==> src/rws_pkg.sv <==
// Shared types and constants for the roulette wheel selector.
// No dependencies; used by rws_div and roulette_wheel_selector.
package rws_pkg;

  localparam int SCORE_W = 24;
  localparam int RAND_W  = 31;
  localparam int OUT_W   = 7;
  localparam int CFG_W   = 8;
  localparam int PROD_W  = SCORE_W + RAND_W;
  // product >> 16, padded to an even width for the radix-4 divider
  localparam int QUO_W     = 40;
  localparam int DIV_STEPS = QUO_W / 2;
  localparam int STEP_W    = $clog2(DIV_STEPS);

  localparam logic [RAND_W-1:0] WHEEL_TOP = {RAND_W{1'b1}};
  localparam logic [CFG_W-1:0]  POP_SIZE_RESET = 8'd100;

  localparam logic OP_LOAD = 1'b0;
  localparam logic OP_DRAW = 1'b1;

  typedef enum logic [7:0] {
    S_IDLE   = 8'b0000_0001,
    S_L_MUL  = 8'b0000_0010,
    S_L_DST  = 8'b0000_0100,
    S_L_DIV  = 8'b0000_1000,
    S_L_WR   = 8'b0001_0000,
    S_L_LAST = 8'b0010_0000,
    S_D_SCAN = 8'b0100_0000,
    S_D_OUT  = 8'b1000_0000
  } state_t;

endpackage

==> src/rws_div.sv <==
// Iterative unsigned divider, two quotient bits per cycle.
// Depends on rws_pkg for the dividend width and step count.
module rws_div #(
  parameter int DW = 8
) (
  input  logic                     clk,
  input  logic                     rst,
  input  logic                     start,
  input  logic [rws_pkg::QUO_W-1:0] dividend,
  input  logic [DW-1:0]            divisor,
  output logic                     busy,
  output logic                     done,
  output logic [rws_pkg::QUO_W-1:0] quotient
);

  logic [rws_pkg::QUO_W-1:0]  dq;
  logic [DW-1:0]              rem;
  logic [DW-1:0]              dvs;
  logic [rws_pkg::STEP_W-1:0] cnt;
  logic [rws_pkg::QUO_W-1:0]  dq_next;
  logic [DW-1:0]              rem_next;

  always_comb begin
    logic [DW:0] t;
    dq_next  = dq;
    rem_next = rem;
    for (int k = 0; k < 2; k++) begin
      t       = {rem_next, dq_next[rws_pkg::QUO_W-1]};
      dq_next = {dq_next[rws_pkg::QUO_W-2:0], 1'b0};
      if (t >= {1'b0, dvs}) begin
        t          = t - {1'b0, dvs};
        dq_next[0] = 1'b1;
      end
      rem_next = t[DW-1:0];
    end
  end

  always_ff @(posedge clk) begin
    if (rst) begin
      busy <= 1'b0;
      done <= 1'b0;
      cnt  <= '0;
    end else begin
      done <= busy && !start && (cnt == rws_pkg::STEP_W'(rws_pkg::DIV_STEPS - 1));
      if (start) begin
        dq   <= dividend;
        rem  <= '0;
        dvs  <= divisor;
        cnt  <= '0;
        busy <= 1'b1;
      end else if (busy) begin
        dq  <= dq_next;
        rem <= rem_next;
        cnt <= cnt + 1'b1;
        if (cnt == rws_pkg::STEP_W'(rws_pkg::DIV_STEPS - 1)) begin
          busy <= 1'b0;
        end
      end
    end
  end

  assign quotient = dq;

endmodule

==> config.mk <==
export PLATFORM = sky130hd
export DESIGN_NAME = rws_div
export DESIGN_NICKNAME = d
export VERILOG_FILES = /design/src/rws_pkg.sv /design/src/rws_div.sv
export SDC_FILE = /design/constraint.sdc
export NUM_CORES = 1
export LEC_CHECK = 0
export ABC_AREA = 1
export BUFFER_PORTS_ARGS = -buffer_cell sky130_fd_sc_hd__buf_2
export CAP_MARGIN = 20
export CORE_MARGIN = 5
export CORE_UTILIZATION = 45
export CTS_CLUSTER_DIAMETER = 120
export CTS_CLUSTER_SIZE = 24
export DETAILED_ROUTE_END_ITERATION = 8
export PLACE_DENSITY = 0.69
export SYNTH_ARGS = -nofsm -noshare
export SYNTH_HDL_FRONTEND = slang
export SYNTH_SLANG_ARGS = --single-unit
==> constraint.sdc <==
create_clock -name clk -period 5.6 [get_ports clk]
set_clock_uncertainty 0.05 [all_clocks]
set_input_delay 1.12 -clock clk [delete_from_list [all_inputs] [get_ports clk]]
set_output_delay 1.12 -clock clk [all_outputs]
set_load 0.1 [all_outputs]
=== After elaboration in Yosys (flattened, before gate mapping) ===
Cells that the tools add are included.

* Logic and storage cells: 30
* Input port bits: 51
* Bits in registers: 63

* Add/sub/neg operators: 3
* Bitwise gates (word level): 1
* Equal/unequal tests: 1
* Muxes and demuxes: 10
* Magnitude comparators: 2
* Reductions and logical operators: 7

{| class="wikitable"
|+ Operators by type and width
! cell !! count
|-
| 2-to-1 mux 40 bit || 2
|-
| 2-to-1 mux 8 bit || 3
|-
| >= comparator 9 x 8 -> 1 bit || 2
|-
| subtractor 8 bit || 2
|-
| adder 5 x 1 -> 5 bit, second input constant || 1
|-
| == test 5 bit, second input constant || 1
|-
| 2-to-1 mux 1 bit || 5
|-
| AND reduction 2 bit || 2
|-
| logical AND 1 bit || 2
|-
| nonzero test 2 bit || 1
|-
| OR reduction 2 bit || 1
|-
| zero test 1 bit || 1
|-
| NOT 1 bit || 1
|}

=== Longest topological paths before layout ===
* Depth after elaboration: 6
* Mapped depth: 22
* Mapped depth without buffers: 22

=== Worst setup path before layout ===
OpenSTA, ideal clock, no wires.

* Path kind: input port to flip-flop
* Start point: in start
* End point: reg dq (netlist bit quotient[0]), enable pin
* Slack: 1.209 ns
* Path buffers: 1
* Library setup time: 0.472 ns
* Arrival time: 3.869 ns
* Stages: 3
* Required time: 5.078 ns
* Cell sequence: clkbuf_1 -> inv_1 -> a21oi_1

* Cells in the longest elaborated chain, start to end: 2

{| class="wikitable"
|+ Ends and longest elaborated chain
! item !! RTL line !! text
|-
| start: declaration || rws_div.sv:8 || <nowiki>input logic start,</nowiki>
|-
| nonzero test 2 bit (no source line) || - ||
|-
| AND reduction 2 bit (no source line) || - ||
|-
| end signal: assignment || rws_div.sv:46 || <nowiki>dq <= dividend;</nowiki>
|-
| end signal: assignment || rws_div.sv:52 || <nowiki>dq <= dq_next;</nowiki>
|-
| end: declaration || rws_div.sv:16 || <nowiki>logic [rws_pkg::QUO_W-1:0] dq;</nowiki>
|}

Every way passes these cells.
A chain may end at the register's enable or synchronous reset.

=== Worst setup path in the final report ===
* Start point: reg rem[6]
* End point: reg dq (netlist bit quotient[0]) (data pin)

* Cells in the longest elaborated chain, start to end: 6

{| class="wikitable"
|+ Ends and longest elaborated chain
! item !! RTL line !! text
|-
| start: declaration || rws_div.sv:17 || <nowiki>logic [DW-1:0] rem;</nowiki>
|-
| start signal: assignment || rws_div.sv:53 || <nowiki>rem <= rem_next;</nowiki>
|-
| subtractor 8 bit or >= comparator 9 x 8 -> 1 bit (tied branches) || rws_div.sv:31, rws_div.sv:30 ||
|-
| 2-to-1 mux 8 bit (*) || rws_div.sv:30 || <nowiki>if (t >= {1'b0, dvs}) begin</nowiki>
|-
| >= comparator 9 x 8 -> 1 bit (*) || rws_div.sv:30 ||
|-
| 2-to-1 mux 1 bit (*) || rws_div.sv:30 ||
|-
| 2-to-1 mux 40 bit (*) || rws_div.sv:51 || <nowiki>end else if (busy) begin</nowiki>
|-
| 2-to-1 mux 40 bit (*) || rws_div.sv:45 || <nowiki>if (start) begin</nowiki>
|}

Mark *: on every way between the ends. The rest lies on a longest branch, timed or not. The select of a mux whose other input is x is not followed.

==> qor.csv <==
metric,value,unit
cp-endpoint,quotient[0]$_DFFE_PP_,
cts_resized,0,
synth_top_area_share,48.2,%
fmax,300,MHz
min_period_over_period,59.5,%
synthArstFlopShare,0,%
synth_largest_area_cell,edfxtp_1,
cts_sinks,63,
seq_area,0.00182,mm²
cp-end-kind,flop,
cap_violations,0,
synth_edf_count,56,
rows,32,
p_leak,0.00207,µW
wl_per_cell,14.1,µm
die_h,98.0,µm
final_cells,598,
final.setup.tns,0,ns
r2r_end,quotient[0]$_DFFE_PP_,
drv_slew,0,
final_util,55.6,%
slowest_stage,edfxtp_1,
placedCellCount,582,
critPathMaxStageDelay,0.42,ns
grt_max_degree,49,
rsz0062_at_grt,false,
gp_congestion,0.906,
ff2ff_path_depth,18,
startpoint_type,flop,
syn_area,0.00349,mm²
clk_latency,0.33,ns
ys_top_cells_by_area,"edfxtp_1 48%, nand2_1 19%, ha_1 6.1%",
cp_common_cell,nand2_1,
crit_chain,"ha_1, inv_2, nor2_1, nand2_1, nor2_1, nor2_2, nand2_4, inv_2, nand2_1, o21ai_1, ha_1, a21oi_1, o21a_1, nand2_1, nand2_1, nand3_4, nor2_2, nor2_1",
holdWs,0.422,ns
outcome,"complete, no violations",
worstHoldPathType,reg2reg,
cts_htree_levels,3,
nets,561,
io_pins,93,
synthCells,396,
powerDensity,515,mW/mm²
synth_ff_type,edfxtp_1,
yosysWarnings,0,
syn_nets,466,
synthSimpleGateAreaFrac,28.4,%
drtIter0Drc,228,
worst_ep_required_time,5.63,ns
synth_compound_area_share,4.09,%
firstDrtPassIters,4,
synth-xor-area-share,2.51,%
wl,8410,µm
drc,0,
max-slew-margin-rel,40.4,%
start_util,45.6,%
antenna_found_initial,1,
grt_usage,17.7,%
setup_viol,0,
cp-startpoint,rem[6]$_SDFFCE_PP0P_,
cp.arrival,3.36,ns
synth_top_family_by_area,simple AND/OR/NAND/NOR gates,
syn_avg_cell_area,8.80,µm²
yosysMostFrequentCell,nand2_1,
syn_to_final_growth,22.1,%
place_area,0.00405,mm²
yosys_register_bits,63,
synthAdderAreaFrac,7.25,%
diodes,0,
overflow,0,
io_buffers,92,
via_per_inst,4.91,
finalHoldViolCount,0,
synth.area.mux_share,0,%
clockBufferDepth,2,
peakVddDrop,336,µV
synth.distinct_cells,33,
grt_pass1_wl,13600,µm
drive_above_1_share,25.8,%
die-area,0.00961,mm²
grt_pass1_vias,2921,
cts_hold_buf,0,
place_hpwl,6320,µm
vias,2937,
post_cts_buffers,0,
die_w,98.0,µm
antenna_left,0,
path_max_fanout,13,
r2r_slack,2.27,ns
cts_buffers,9,
tightest_slew,0.892,ns
crit_type,reg2reg,
fp.coreArea,0.00765,mm²
fillers,694,
yosysSeqAreaShare,52.3,%
reg2reg_from,rem[6]$_SDFFCE_PP0P_,
clk_pin_slew_worst_paths,0.07,ns
tritoncts,built,
multiInputGateArea,0.00148,mm²
clockRootBuffer,clkbuf_8,
period_needed,3.33,ns
stdcell_area,0.00426,mm²
yosys-top-cells-count,"175 x nand2_1, 56 x edfxtp_1, 33 x inv_1, 20 x nor2_1, 17 x ha_1",
## worst min path at each step
stage / to / from / slack (ns) / depth (start not counted)
global placement: cnt[4]$_SDFFE_PP0P_ / cnt[4]$_SDFFE_PP0P_ / 0.40 / 1
global route: cnt[4]$_SDFFE_PP0P_ / cnt[4]$_SDFFE_PP0P_ / 0.45 / 1
detailed placement: cnt[4]$_SDFFE_PP0P_ / cnt[4]$_SDFFE_PP0P_ / 0.41 / 1
finish: cnt[4]$_SDFFE_PP0P_ / cnt[4]$_SDFFE_PP0P_ / 0.42 / 1
CTS: cnt[4]$_SDFFE_PP0P_ / cnt[4]$_SDFFE_PP0P_ / 0.42 / 1
floorplan: cnt[4]$_SDFFE_PP0P_ / cnt[4]$_SDFFE_PP0P_ / 0.37 / 1
## state kept, by name, summed over array words and instances, names as in the netlist
signal,cells
quotient,40
done,1
rem,8
busy,1
dvs,8
cnt,5
## cell usage in the layout (no fill, tap or decap), types with 2 or more instances in the layout
cell,netlist,layout
o21a_1,2,2
o21ai_0,6,6
nor2_2,5,5
nor4_1,2,2
xor2_1,4,4
dfxtp_1,7,7
bufinv_16,0,2
a21oi_1,12,11
ha_1,17,17
inv_2,2,2
nand3_4,2,2
edfxtp_1,56,56
nor2_1,20,20
buf_4,0,3
buf_2,2,92
o21ai_1,3,3
nand4_1,3,3
nand2_4,2,2
nand3_2,2,2
clkinv_1,0,4
nand2_2,4,4
nand2_1,175,175
nor3_1,4,4
inv_1,33,33
fa_1,2,2
xnor2_1,6,6
nand3_1,10,10
clkbuf_8,0,9
## stage by stage
| step | total power (µW) | worst slack [ns] |
|---|---|---|
| 2_1_floorplan | 1590 | 1.21 |
| 3_3_place_gp | 1760 | 2.28 |
| 3_5_place_dp | 1770 | 2.22 |
| 4_1_cts | 2200 | 2.28 |
| 5_1_grt | 2350 | 1.86 |
| 6_report | 2190 | 2.27 |
## cell families (layout without fill, tap and decap cells)
group	Yosys count	after routing
AO/OA/AOI/OAI	26	26
XOR/XNOR	10	10
adder cells (fa/ha/maj)	19	19
buffers and inverters	47	147
flip-flops	63	63
AND/OR/NAND/NOR	231	231
## cell type report
cell class	count	area share [%]
clock inverters	6	1.76
well taps	102	3.00
multi-input cells	286	34.9
flip-flops and latches	63	42.8
clock buffers	10	3.00
repair buffers	95	11.3
inverters	36	3.20
## where the power goes
group | switching [µW] | leakage (µW) | internal (µW)
clock | 167 | 0.000100 | 245
combinational | 774 | 0.00138 | 369
sequential | 37.1 | 0.000595 | 600
## layer usage
layer | share of wire (%) | GRT usage [%]
met1 | 43 | 23.1
met2 | 48 | 28.3
met3 | 7.5 | 4.57
met4 | 1.6 | 6.60
met5 | 0.15 | 0
## worst max-delay path, delay by kind of cell, from the launching register on
family	cells	cell delay (ns)
simple gates	11	1.17
fa+ha+maj	2	0.69
compound gates	3	0.44
flops	1	0.42
buf+inv	2	0.30
Power figures use the tool's default switching activity.
